### src/hw/rtl/car_pkg.sv
// shared types, codes and constants for the cumulative ack receiver
package car_pkg;

	localparam int SEQ_W = 30;
	localparam int SUM_W = SEQ_W + 1;
	localparam int LEN_W = 11;
	localparam int WIN_W = 16;
	localparam int BUF_W = 17;
	localparam int RTY_W = 4;
	localparam int OP_W = 3;
	localparam int KIND_W = 2;
	localparam int CLS_W = 3;
	localparam int STS_W = 3;
	localparam int CNT_W = 5;

	localparam logic [BUF_W-1:0] BUF_MAX = 17'h1FFFF;
	localparam logic [RTY_W-1:0] RTY_MAX = 4'hF;

	// register indexes
	localparam logic [1:0] REG_SEQ_MODULUS = 2'd0;
	localparam logic [1:0] REG_WINDOW_BYTES = 2'd1;
	localparam logic [1:0] REG_FLUSH_THRESHOLD = 2'd2;
	localparam logic [1:0] REG_RETRY_LIMIT = 2'd3;

	localparam logic [SEQ_W-1:0] RST_SEQ_MODULUS = 30'd1000000000;
	localparam logic [WIN_W-1:0] RST_WINDOW_BYTES = 16'd10240;
	localparam logic [WIN_W-1:0] RST_FLUSH_THRESHOLD = 16'd1024;
	localparam logic [RTY_W-1:0] RST_RETRY_LIMIT = 4'd5;

	// event codes
	localparam logic [OP_W-1:0] OP_SYN = 3'd0;
	localparam logic [OP_W-1:0] OP_DAT = 3'd1;
	localparam logic [OP_W-1:0] OP_FIN = 3'd2;
	localparam logic [OP_W-1:0] OP_RST = 3'd3;
	localparam logic [OP_W-1:0] OP_TIMER = 3'd4;

	localparam logic [KIND_W-1:0] SEND_NONE = 2'd0;
	localparam logic [KIND_W-1:0] SEND_ACK = 2'd1;
	localparam logic [KIND_W-1:0] SEND_RST = 2'd2;

	localparam logic [CLS_W-1:0] CLS_IN_ORDER = 3'd0;
	localparam logic [CLS_W-1:0] CLS_DUPLICATE = 3'd1;
	localparam logic [CLS_W-1:0] CLS_OUT_OF_ORDER = 3'd2;
	localparam logic [CLS_W-1:0] CLS_IGNORED = 3'd3;
	localparam logic [CLS_W-1:0] CLS_NO_PACKET = 3'd4;

	localparam logic [STS_W-1:0] LINK_OPEN = 3'd0;
	localparam logic [STS_W-1:0] LINK_CLOSED = 3'd1;
	localparam logic [STS_W-1:0] LINK_NO_SYN = 3'd2;
	localparam logic [STS_W-1:0] LINK_RST_RCVD = 3'd3;
	localparam logic [STS_W-1:0] LINK_RETRY_OUT = 3'd4;

	typedef struct packed {
		logic [SEQ_W-1:0] seq_modulus;
		logic [WIN_W-1:0] window_bytes;
		logic [WIN_W-1:0] flush_threshold;
		logic [RTY_W-1:0] retry_limit;
	} cfg_t;

	typedef struct packed {
		logic [OP_W-1:0] op;
		logic [SEQ_W-1:0] seq_num;
		logic [LEN_W-1:0] payload_len;
	} item_t;

	typedef struct packed {
		logic [KIND_W-1:0] send_kind;
		logic [SEQ_W-1:0] ack_number;
		logic [WIN_W-1:0] window_adv;
		logic is_resend;
		logic [CLS_W-1:0] packet_class;
		logic [WIN_W-1:0] flush_bytes;
		logic [STS_W-1:0] link_status;
	} result_t;

	// remainder unit handshake
	typedef struct packed {
		logic start;
		logic clear;
	} mod_ctl_t;

	typedef struct packed {
		logic busy;
		logic done;
	} mod_sts_t;

endpackage

### src/hw/rtl/car_cfg.sv
// configuration register bank on an apb-style port
module car_cfg (
	input  logic                clk,
	input  logic                arst_n,
	input  logic                psel,
	input  logic                penable,
	input  logic                pwrite,
	input  logic [3:0]          paddr,
	input  logic [31:0]         pwdata,
	output logic [31:0]         prdata,
	output logic                pready,
	output car_pkg::cfg_t       cfg
);

	car_pkg::cfg_t cfg_q;
	logic          wr_en;

	assign pready = 1'b1;
	assign wr_en = psel && penable && pwrite && pready;
	assign cfg = cfg_q;

	always_ff @(posedge clk or negedge arst_n) begin
		if (!arst_n) begin
			cfg_q.seq_modulus <= car_pkg::RST_SEQ_MODULUS;
			cfg_q.window_bytes <= car_pkg::RST_WINDOW_BYTES;
			cfg_q.flush_threshold <= car_pkg::RST_FLUSH_THRESHOLD;
			cfg_q.retry_limit <= car_pkg::RST_RETRY_LIMIT;
		end else if (wr_en) begin
			case (paddr[3:2])
				car_pkg::REG_SEQ_MODULUS: cfg_q.seq_modulus <= pwdata[car_pkg::SEQ_W-1:0];
				car_pkg::REG_WINDOW_BYTES: cfg_q.window_bytes <= pwdata[car_pkg::WIN_W-1:0];
				car_pkg::REG_FLUSH_THRESHOLD: begin
					cfg_q.flush_threshold <= pwdata[car_pkg::WIN_W-1:0];
				end
				car_pkg::REG_RETRY_LIMIT: cfg_q.retry_limit <= pwdata[car_pkg::RTY_W-1:0];
				default: ;
			endcase
		end
	end

	always_comb begin
		case (paddr[3:2])
			car_pkg::REG_SEQ_MODULUS: prdata = {2'b0, cfg_q.seq_modulus};
			car_pkg::REG_WINDOW_BYTES: prdata = {16'b0, cfg_q.window_bytes};
			car_pkg::REG_FLUSH_THRESHOLD: prdata = {16'b0, cfg_q.flush_threshold};
			car_pkg::REG_RETRY_LIMIT: prdata = {28'b0, cfg_q.retry_limit};
			default: prdata = 32'b0;
		endcase
	end

endmodule

### src/hw/rtl/car_mod.sv
// iterative remainder unit, one dividend bit per cycle
module car_mod (
	input  logic                         clk,
	input  logic                         arst_n,
	input  car_pkg::mod_ctl_t            ctl,
	input  logic [car_pkg::SUM_W-1:0]    dividend,
	input  logic [car_pkg::SEQ_W-1:0]    modulus,
	output car_pkg::mod_sts_t            sts,
	output logic [car_pkg::SEQ_W-1:0]    rem
);

	logic                        busy_q;
	logic                        done_q;
	logic [car_pkg::CNT_W-1:0]   cnt_q;
	logic [car_pkg::SUM_W-1:0]   num_q;
	logic [car_pkg::SEQ_W-1:0]   rem_q;
	logic [car_pkg::SUM_W-1:0]   trial;
	logic [car_pkg::SUM_W-1:0]   mod_ext;
	logic [car_pkg::SUM_W-1:0]   rem_nxt;

	assign mod_ext = {1'b0, modulus};
	assign trial = {rem_q, num_q[car_pkg::SUM_W-1]};
	assign rem_nxt = (trial >= mod_ext) ? (trial - mod_ext) : trial;

	always_ff @(posedge clk or negedge arst_n) begin
		if (!arst_n) begin
			busy_q <= 1'b0;
			done_q <= 1'b0;
			cnt_q <= '0;
		end else if (ctl.start) begin
			busy_q <= 1'b1;
			done_q <= 1'b0;
			cnt_q <= car_pkg::CNT_W'(car_pkg::SUM_W - 1);
		end else if (busy_q) begin
			cnt_q <= cnt_q - 1'b1;
			if (cnt_q == '0) begin
				busy_q <= 1'b0;
				done_q <= 1'b1;
			end
		end else if (ctl.clear) begin
			done_q <= 1'b0;
		end
	end

	always_ff @(posedge clk) begin
		if (ctl.start) begin
			num_q <= dividend;
			rem_q <= '0;
		end else if (busy_q) begin
			num_q <= {num_q[car_pkg::SUM_W-2:0], 1'b0};
			rem_q <= rem_nxt[car_pkg::SEQ_W-1:0];
		end
	end

	assign sts.busy = busy_q;
	assign sts.done = done_q;
	assign rem = rem_q;

endmodule

### src/hw/rtl/car_core.sv
// link state registers and the per-event update logic
module car_core (
	input  logic                         clk,
	input  logic                         arst_n,
	input  logic                         step,
	input  car_pkg::item_t               item,
	input  car_pkg::cfg_t                cfg,
	input  logic [car_pkg::SEQ_W-1:0]    slow_rem,
	output logic [car_pkg::SUM_W-1:0]    sum,
	output logic                         slow_needed,
	output car_pkg::result_t             res,
	output logic [car_pkg::STS_W-1:0]    status
);

	logic [car_pkg::SEQ_W-1:0] exp_q, exp_n;
	logic                      ev_q, ev_n;
	logic                      hs_q, hs_n;
	logic                      fin_q, fin_n;
	logic [car_pkg::BUF_W-1:0] buf_q, buf_n;
	logic [car_pkg::RTY_W-1:0] rty_q, rty_n;
	logic [car_pkg::STS_W-1:0] sts_q, sts_n;

	logic                      syn_first;
	logic                      in_order;
	logic                      uses_mod;
	logic [car_pkg::LEN_W-1:0] addend;
	logic [car_pkg::SUM_W-1:0] mod_ext;
	logic [car_pkg::SUM_W-1:0] two_mod;
	logic [car_pkg::SUM_W-1:0] sum_sub;
	logic [car_pkg::SEQ_W-1:0] fast_rem;
	logic [car_pkg::SEQ_W-1:0] mod_val;
	logic [car_pkg::BUF_W:0]   buf_add;
	logic [car_pkg::BUF_W-1:0] buf_sat;

	function automatic logic [car_pkg::WIN_W-1:0] free_win(
		input logic [car_pkg::BUF_W-1:0] b,
		input logic [car_pkg::WIN_W-1:0] w
	);
		logic [car_pkg::WIN_W-1:0] r;
		if (b >= {1'b0, w})
			r = '0;
		else
			r = w - b[car_pkg::WIN_W-1:0];
		return r;
	endfunction

	function automatic logic [car_pkg::WIN_W-1:0] flush_amt(input logic [car_pkg::BUF_W-1:0] b);
		logic [car_pkg::WIN_W-1:0] r;
		if (b[car_pkg::BUF_W-1])
			r = '1;
		else
			r = b[car_pkg::WIN_W-1:0];
		return r;
	endfunction

	assign syn_first = (item.op == car_pkg::OP_SYN) && !ev_q;
	assign in_order = (item.op inside {car_pkg::OP_DAT, car_pkg::OP_FIN}) && hs_q
		&& (item.seq_num == exp_q);
	assign uses_mod = (sts_q == car_pkg::LINK_OPEN) && (syn_first || in_order);

	assign addend = (item.op == car_pkg::OP_DAT) ? item.payload_len : car_pkg::LEN_W'(1);
	assign sum = {1'b0, item.seq_num} + {{(car_pkg::SUM_W - car_pkg::LEN_W){1'b0}}, addend};
	assign mod_ext = {1'b0, cfg.seq_modulus};
	assign two_mod = {cfg.seq_modulus, 1'b0};
	assign sum_sub = sum - mod_ext;

	always_comb begin
		if (cfg.seq_modulus == '0)
			fast_rem = sum[car_pkg::SEQ_W-1:0];
		else if (sum >= mod_ext)
			fast_rem = sum_sub[car_pkg::SEQ_W-1:0];
		else
			fast_rem = sum[car_pkg::SEQ_W-1:0];
	end

	assign slow_needed = uses_mod && (cfg.seq_modulus != '0) && (sum >= two_mod);
	assign mod_val = slow_needed ? slow_rem : fast_rem;

	assign buf_add = {1'b0, buf_q} + {{(car_pkg::BUF_W + 1 - car_pkg::LEN_W){1'b0}}, item.payload_len};
	assign buf_sat = buf_add[car_pkg::BUF_W] ? car_pkg::BUF_MAX : buf_add[car_pkg::BUF_W-1:0];

	always_comb begin
		exp_n = exp_q;
		ev_n = ev_q;
		hs_n = hs_q;
		fin_n = fin_q;
		buf_n = buf_q;
		rty_n = rty_q;
		sts_n = sts_q;
		res.send_kind = car_pkg::SEND_NONE;
		res.ack_number = '0;
		res.is_resend = 1'b0;
		res.packet_class = car_pkg::CLS_IGNORED;
		res.flush_bytes = '0;
		if (sts_q != car_pkg::LINK_OPEN) begin
			if (item.op == car_pkg::OP_TIMER)
				res.packet_class = car_pkg::CLS_NO_PACKET;
		end else if (item.op == car_pkg::OP_TIMER) begin
			res.packet_class = car_pkg::CLS_NO_PACKET;
			if (fin_q) begin
				res.flush_bytes = flush_amt(buf_q);
				buf_n = '0;
				sts_n = car_pkg::LINK_CLOSED;
			end else if (!ev_q) begin
				sts_n = car_pkg::LINK_NO_SYN;
			end else if (rty_q < cfg.retry_limit) begin
				res.send_kind = car_pkg::SEND_ACK;
				res.ack_number = exp_q;
				res.is_resend = 1'b1;
				if (rty_q != car_pkg::RTY_MAX)
					rty_n = rty_q + 1'b1;
			end else begin
				res.send_kind = car_pkg::SEND_RST;
				sts_n = car_pkg::LINK_RETRY_OUT;
			end
		end else begin
			rty_n = '0;
			case (item.op)
				car_pkg::OP_SYN: begin
					if (!ev_q) begin
						exp_n = mod_val;
						ev_n = 1'b1;
						res.packet_class = car_pkg::CLS_IN_ORDER;
					end else begin
						res.packet_class = car_pkg::CLS_DUPLICATE;
						res.is_resend = 1'b1;
					end
					hs_n = 1'b1;
					res.send_kind = car_pkg::SEND_ACK;
					res.ack_number = exp_n;
				end
				car_pkg::OP_DAT, car_pkg::OP_FIN: begin
					if (hs_q) begin
						if (item.op == car_pkg::OP_FIN)
							fin_n = 1'b1;
						if (item.seq_num < exp_q) begin
							res.packet_class = car_pkg::CLS_DUPLICATE;
							res.is_resend = 1'b1;
						end else if (item.seq_num > exp_q) begin
							res.packet_class = car_pkg::CLS_OUT_OF_ORDER;
							res.is_resend = 1'b1;
						end else begin
							res.packet_class = car_pkg::CLS_IN_ORDER;
							exp_n = mod_val;
							if (item.op == car_pkg::OP_DAT) begin
								buf_n = buf_sat;
								if (free_win(buf_sat, cfg.window_bytes) < cfg.flush_threshold) begin
									res.flush_bytes = flush_amt(buf_sat);
									buf_n = '0;
								end
							end
						end
						res.send_kind = car_pkg::SEND_ACK;
						res.ack_number = exp_n;
					end
				end
				car_pkg::OP_RST: begin
					res.packet_class = car_pkg::CLS_IN_ORDER;
					sts_n = car_pkg::LINK_RST_RCVD;
				end
				default: res.packet_class = car_pkg::CLS_IGNORED;
			endcase
		end
		res.window_adv = free_win(buf_n, cfg.window_bytes);
		res.link_status = sts_n;
	end

	always_ff @(posedge clk or negedge arst_n) begin
		if (!arst_n) begin
			exp_q <= '0;
			ev_q <= 1'b0;
			hs_q <= 1'b0;
			fin_q <= 1'b0;
			buf_q <= '0;
			rty_q <= '0;
			sts_q <= car_pkg::LINK_OPEN;
		end else if (step) begin
			exp_q <= exp_n;
			ev_q <= ev_n;
			hs_q <= hs_n;
			fin_q <= fin_n;
			buf_q <= buf_n;
			rty_q <= rty_n;
			sts_q <= sts_n;
		end
	end

	assign status = sts_q;

endmodule

### src/hw/rtl/cumulative_ack_receiver.sv
// top level of the cumulative ack receiver: input register, event logic, result register
// the result register loads when the event logic retires the transaction held in the input register
// throughput: one transaction per cycle unless the output stalls; an in-order SYN, DAT or FIN whose sum
//   is at or above twice a nonzero modulus also waits on the bit-serial remainder unit
// reset: arst_n clears all link state and loads the register defaults at once;
//   no clearing pass is needed
module cumulative_ack_receiver (
	input  logic        clk,
	input  logic        arst_n,
	input  logic        s_tvalid,
	output logic        s_tready,
	input  logic [47:0] s_tdata,   // seq_num[29:0], payload_len[40:30], zero fill
	input  logic [2:0]  s_tuser,   // op[2:0]
	output logic        m_tvalid,
	input  logic        m_tready,
	output logic [71:0] m_tdata,   // ack_number[29:0], window_adv[45:30], flush_bytes[61:46],
	                               // link_status[64:62], zero fill
	output logic [5:0]  m_tuser,   // send_kind[1:0], is_resend[2], packet_class[5:3]
	input  logic        psel,
	input  logic        penable,
	input  logic        pwrite,
	input  logic [3:0]  paddr,
	input  logic [31:0] pwdata,
	output logic [31:0] prdata,
	output logic        pready
);

	car_pkg::cfg_t                cfg;
	car_pkg::item_t               item_s1;
	logic                         valid_s1;
	car_pkg::result_t             res;
	car_pkg::result_t             result_q;
	logic                         m_valid_q;
	logic [car_pkg::SUM_W-1:0]    sum;
	logic                         slow_needed;
	logic [car_pkg::SEQ_W-1:0]    slow_rem;
	logic [car_pkg::STS_W-1:0]    status;
	car_pkg::mod_ctl_t            mod_ctl;
	car_pkg::mod_sts_t            mod_sts;
	logic                         out_free;
	logic                         step_go;

	car_cfg u_cfg (
		.clk     (clk),
		.arst_n  (arst_n),
		.psel    (psel),
		.penable (penable),
		.pwrite  (pwrite),
		.paddr   (paddr),
		.pwdata  (pwdata),
		.prdata  (prdata),
		.pready  (pready),
		.cfg     (cfg)
	);

	assign out_free = !m_valid_q || m_tready;
	assign step_go = valid_s1 && out_free && (!slow_needed || mod_sts.done);
	assign s_tready = !valid_s1 || step_go;

	assign mod_ctl.start = valid_s1 && slow_needed && !mod_sts.busy && !mod_sts.done;
	assign mod_ctl.clear = step_go;

	always_ff @(posedge clk or negedge arst_n) begin
		if (!arst_n) begin
			valid_s1 <= 1'b0;
		end else if (s_tready) begin
			valid_s1 <= s_tvalid;
		end
	end

	always_ff @(posedge clk) begin
		if (s_tready && s_tvalid) begin
			item_s1.op <= s_tuser;
			item_s1.seq_num <= s_tdata[29:0];
			item_s1.payload_len <= s_tdata[40:30];
		end
	end

	car_mod u_mod (
		.clk      (clk),
		.arst_n   (arst_n),
		.ctl      (mod_ctl),
		.dividend (sum),
		.modulus  (cfg.seq_modulus),
		.sts      (mod_sts),
		.rem      (slow_rem)
	);

	car_core u_core (
		.clk         (clk),
		.arst_n      (arst_n),
		.step        (step_go),
		.item        (item_s1),
		.cfg         (cfg),
		.slow_rem    (slow_rem),
		.sum         (sum),
		.slow_needed (slow_needed),
		.res         (res),
		.status      (status)
	);

	always_ff @(posedge clk or negedge arst_n) begin
		if (!arst_n) begin
			m_valid_q <= 1'b0;
		end else if (out_free) begin
			m_valid_q <= step_go;
		end
	end

	always_ff @(posedge clk) begin
		if (step_go) begin
			result_q <= res;
		end
	end

	assign m_tvalid = m_valid_q;
	assign m_tdata = {7'b0, result_q.link_status, result_q.flush_bytes,
		result_q.window_adv, result_q.ack_number};
	assign m_tuser = {result_q.packet_class, result_q.is_resend, result_q.send_kind};

	// a stalled result is never overwritten
	a_no_overwrite: assert property (@(posedge clk) disable iff (!arst_n)
		(m_valid_q && !m_tready) |-> !step_go)
		else $error("result register overwritten while stalled");

	// an ended link never reopens
	a_link_sticky: assert property (@(posedge clk) disable iff (!arst_n)
		(status != car_pkg::LINK_OPEN) |=> (status != car_pkg::LINK_OPEN))
		else $error("link status returned to open");

	// an rst is sent only when retries run out
	a_rst_status: assert property (@(posedge clk) disable iff (!arst_n)
		(m_valid_q && result_q.send_kind == car_pkg::SEND_RST)
		|-> (result_q.link_status == car_pkg::LINK_RETRY_OUT))
		else $error("rst sent with wrong link status");

	// a held item with a new transaction behind it must be retiring
	a_s1_advance: assert property (@(posedge clk) disable iff (!arst_n)
		(s_tvalid && s_tready && valid_s1) |-> step_go)
		else $error("input stage overwritten");

endmodule

### config.mk
export PLATFORM = sky130hd
export DESIGN_NAME = cumulative_ack_receiver
export DESIGN_NICKNAME = d
export VERILOG_FILES = /design/src/hw/rtl/car_pkg.sv /design/src/hw/rtl/car_cfg.sv /design/src/hw/rtl/car_mod.sv /design/src/hw/rtl/car_core.sv /design/src/hw/rtl/cumulative_ack_receiver.sv
export SDC_FILE = /design/constraint.sdc
export NUM_CORES = 1
export LEC_CHECK = 0
export BUFFER_PORTS_ARGS = -buffer_cell sky130_fd_sc_hd__buf_4
export CAP_MARGIN = 20
export CELL_PAD_IN_SITES_DETAIL_PLACEMENT = 1
export CELL_PAD_IN_SITES_GLOBAL_PLACEMENT = 2
export CORE_MARGIN = 2
export CORE_UTILIZATION = 35
export CTS_CLUSTER_SIZE = 16
export DETAILED_ROUTE_END_ITERATION = 8
export GPL_TIMING_DRIVEN = 0
export PLACE_DENSITY_LB_ADDON = 0.25
export RECOVER_POWER = 100
export SETUP_SLACK_MARGIN = 0.1
export SLEW_MARGIN = 5
export SYNTH_ARGS = -nofsm -noshare
export SYNTH_HDL_FRONTEND = slang
export SYNTH_SLANG_ARGS = --single-unit
### constraint.sdc
create_clock -name clk -period 9.5 [get_ports clk]
set_clock_uncertainty 0.15 [all_clocks]
set_input_delay 0.475 -clock clk [delete_from_list [all_inputs] [get_ports clk]]
set_output_delay 0.475 -clock clk [all_outputs]
set_load 0.05 [all_outputs]
==> parameters.txt <==
Parameter                              Value

Placed design
  Area of placed instances ... 24800 µm²
  Detailed Place HPWL ... 73.5 mm
  Dpl cells ... between 3000 and 4000
  Quantity of I/O buffers inserted on ports ... ~180
  Global placer's final weighted congestion ... roughly 0.94

Floorplan
  Area of the die ... 65600 µm²
  Top-Level Pins ... slightly above 200
  DIE WIDTH ... 256 µm
  Core outline area ... 63000 µm²
  Placement row count ... 92
  Initial Util ... 0.353
  Y dimension of the die ... 256 µm

Worst setup path
  Data arrival time at the worst-slack endpoint ... 9.20 ns
  Required time at the endpoint of the critical path ... around 9.7 ns
  Reg-to-reg critical path endpoint ... m_tdata[44]$_SDFFCE_PP0P_
  Critical-path top delay cell ... or4_4
  Peak fanout along the critical path ... 10
  Sort of element at the end of the critical path ... flip-flop
  Top cell by count, worst path ... inv_1
  Cells on worst reg2reg path ... between 40 and 50
  Startpoint type of the worst setup path ... flip-flop
  CP Class ... flip-flop to flip-flop
  Critical path startpoint ... u_core.buf_q[7]$_DFFE_PN0P_
  Launch point of the worst reg-to-reg path ... u_core.buf_q[7]$_DFFE_PN0P_
  Peak per-stage delay on the critical path ... 0.56 ns
  Worst reg2reg setup slack ... 0.49 ns

GRT
  Global-route wire length before repair ... between 100 and 150 mm
  Busiest layer in global routing ... met2
  Largest net degree at the start of global routing ... 74
  Initial antenna violation count ... 1
  Met1 capacity usage during global routing ... 0.369
  Via count of the first global-routing pass ... 21500
  Overall global routing resource usage ... 0.278
  Sum of overflow across all layers after global routing ... 0
  Routing usage on met3 ... 0.0285
  Met2 Resource Use GR ... 0.477

Synthesis
  Synthesized-area fraction occupied by and/or/nand/nor cells ... 0.149
  Number of synthesized register bits ... slightly above 300
  Fraction of the yosys area taken by sequential cells ... 0.373
  Top cells by instance count after synthesis ... o21ai_0 (271), ha_1 (225), nand2_1 (220)
  Area leader, netlist ... edfxtp_1
  Area share of fa/ha/maj cells after synthesis ... 0.132
  Mux contribution to synthesized area ... 0.0317
  Area fraction of the dominant cell type after synthesis ... 0.197
  Count of unique library cells instantiated by Yosys ... 96
  Combinational family with the most area after synthesis ... compound AO/OA/AOI/OAI gates
  Compound-Gate Fraction of Synth Area ... 0.220
  Synthesized instance count ... 2435
  Async set-reset flop share out of synthesis ... 0.427
  Count of flip-flops with a built-in enable after synthesis ... 146
  Main flop type after synthesis ... edfxtp_1
  Number of warnings printed during yosys synthesis ... 0
  Synth Area in XOR/XNOR ... 0.0441
  Main area contributors after synthesis ... edfxtp_1 (20%), dfrtp_1 (13%), ha_1 (13%)
  Synth Area per Inst ... 9.13 µm²
  Post-synthesis cell area ... 22200 µm²
  Most common cell in the synthesized netlist ... o21ai_0

Clock network
  Clk Tree Root Cell ... clkbuf_16
  H-tree Lvls ... 2
  Post-CTS clock slew at the launch and capture registers of the worst setup and hold paths ... around 0.060 ns
  Worst-skew pair later-pin latency ... 0.58 ns
  Clock tree buffer depth ... 3
  Cts bufs inserted ... 39
  CTS tree ... done
  Clock net sink count ... around 310

STA
  Final setup violation count ... 0
  Number of slew-limit violations in the final report ... 134
  Actual slew at the worst max-slew pin ... 4.30 ns
  Highest Clock Rate ... 111 MHz
  Post-layout minimum cycle time ... 9.01 ns
  Final period util ... 0.949
  RSZ-0062 raised after global routing ... no
  Slew Limit Headroom ... -1.87
  Total Neg Setup Slack ... 0 ns
  Final hold viol count ... 0

Finish
  Number of nets in the layout ... 3094
  Share of final-layout standard cells stronger than drive strength 1 ... 0.122
  Antenna Diode Count ... 0
  Fill count ... 7362
  Area Overhead vs Synth ... 20.8%
  Count of non-filler cells in the finished layout ... between 3000 and 4000
  Finished Cell Area ... about 27000 µm²

Hold path
  Endpoint, Worst Hold ... u_cfg.cfg[20]$_DFFE_PN0P_
  Start point of the worst hold path ... pwdata[0]
  Hold Path Class ... input pin to flip-flop
  Worst hold path stage count ... 3

Detailed routing
  Starting DRC count in detailed routing ... 1383
  Drt total wl ... a little over 90 mm
  DRC errors left ... 0
  Number of routed nets with antenna violations ... 0
  First-pass detailed-route iteration total ... 5
  Average wire per standard cell ... 25.4 µm
  Vias per std cell ... 5.70
  Vias post-DR ... 20800

Status
  Failing checks ... max-capacitance violations, max-slew violations
  Outcome ... finished with violations

Job
  Max cap viols ... 2

Power and ir drop
  Overall power of the completed layout ... 5350 µW
  Static leakage ... 0.0113 µW
  Power per cell area ... 199 nW/µm²
  Max IR drop VDD ... 0.144 mV
[layout make-up]
cell class,instances,area (µm²),share of cell area
multi-input cells,1859,13200,0.490
flip-flops and latches,307,8290,0.309
repair buffers,286,1970,0.0734
clock buffers,53,1090,0.0406
well taps,846,1060,0.0394
inverters,176,663,0.0247
plain buffers,100,483,0.0180
clock inverters,18,134,0.00498
[power breakdown]
part	internal, µW	total (µW)	switching, µW
combinational	742	2200	1460
sequential	1560	1680	127
clock	835	1470	631
total	3140	5350	2220
[critical path: cells and delay by family, from the launching register on]
kind                     cells  cell delay, ns
XOR/XNOR                     1            0.11
flip-flops                   1            0.50
adder cells (fa/ha/maj)      5            1.47
AO/OA/AOI/OAI               21            3.72
AND/OR/NAND/NOR              9            2.08
buffers and inverters        6            0.71
[placed cells by master (no fill, tap or decap), drive strengths merged, types with 94 or more instances in the layout]
master / synthesis / final
nor2: 147 / 147
edfxtp: 146 / 146
a21oi: 158 / 158
clkbuf: 73 / 270
ha: 225 / 225
inv: 176 / 180
dfrtp: 113 / 113
nand2: 220 / 220
buf: 28 / 94
o21ai: 282 / 282
[how the worst max path moves through the flow]
stage                                      endpoint  slack [ns]  cells after the start
after detailed placement  m_tdata[45]$_SDFFCE_PP0P_       -1.70                     43
after global routing      m_tdata[44]$_SDFFCE_PP0P_       0.003                     45
final                     m_tdata[44]$_SDFFCE_PP0P_        0.49                     42
after floorplan           m_tdata[43]$_SDFFCE_PP0P_        1.11                     42
after global placement    m_tdata[33]$_SDFFCE_PP0P_       -1.61                     43
after CTS                 m_tdata[44]$_SDFFCE_PP0P_        0.10                     43
[state kept, by name, summed over array words and instances, names as in the netlist]
register	flops
u_mod.rem	30
u_mod.cnt_q	5
u_core.buf_q	17
u_core.ev_q	1
item_s1	44
u_core.status	3
u_core.rty_q	4
u_core.exp_q	30
valid_s1	1
u_mod.busy_q	1
u_cfg.cfg	66
u_core.fin_q	1
m_tdata	65
u_mod.done_q	1
m_tuser	6
m_tvalid	1
u_mod.num_q	31
[routing by layer]
metal	wire length [µm]	vias to the layer above
met4	2990	0
met2	44800	596
li1	-	9547
met1	40900	10500
met3	3990	134
met5	0	-
[repair_timing]
action                                  CTS  global route
endpoints found under the setup margin   16            16
resized for setup                        48            50
hold buffers                             75             0
buffers inserted                          9            15
endpoints found under the hold margin   155             0
gates cloned                              0             0
pin swaps                                 9            23
[stage by stage]
step / utilization / setup slack [ns] / hold slack, ns
floorplan: - / 1.11 / 0.0294
global placement: 0.392 / -1.61 / 0.344
detailed placement: 0.394 / -1.70 / 0.333
CTS: 0.428 / 0.102 / 0.000545
global route: 0.427 / 0.00278 / 0.0288
finish: 0.427 / 0.487 / 0.0272
[kinds of logic after synthesis]
logic type                 after synthesis
muxes                                   61
AOI/OAI and AO/OA                      762
DFF                                    307
other                                    2
adders and majority gates              232
and+or+nand+nor                        682
buffers and inverters                  277
xor gates and xnor gates               112
No activity file was read; power rests on OpenSTA's default activity.
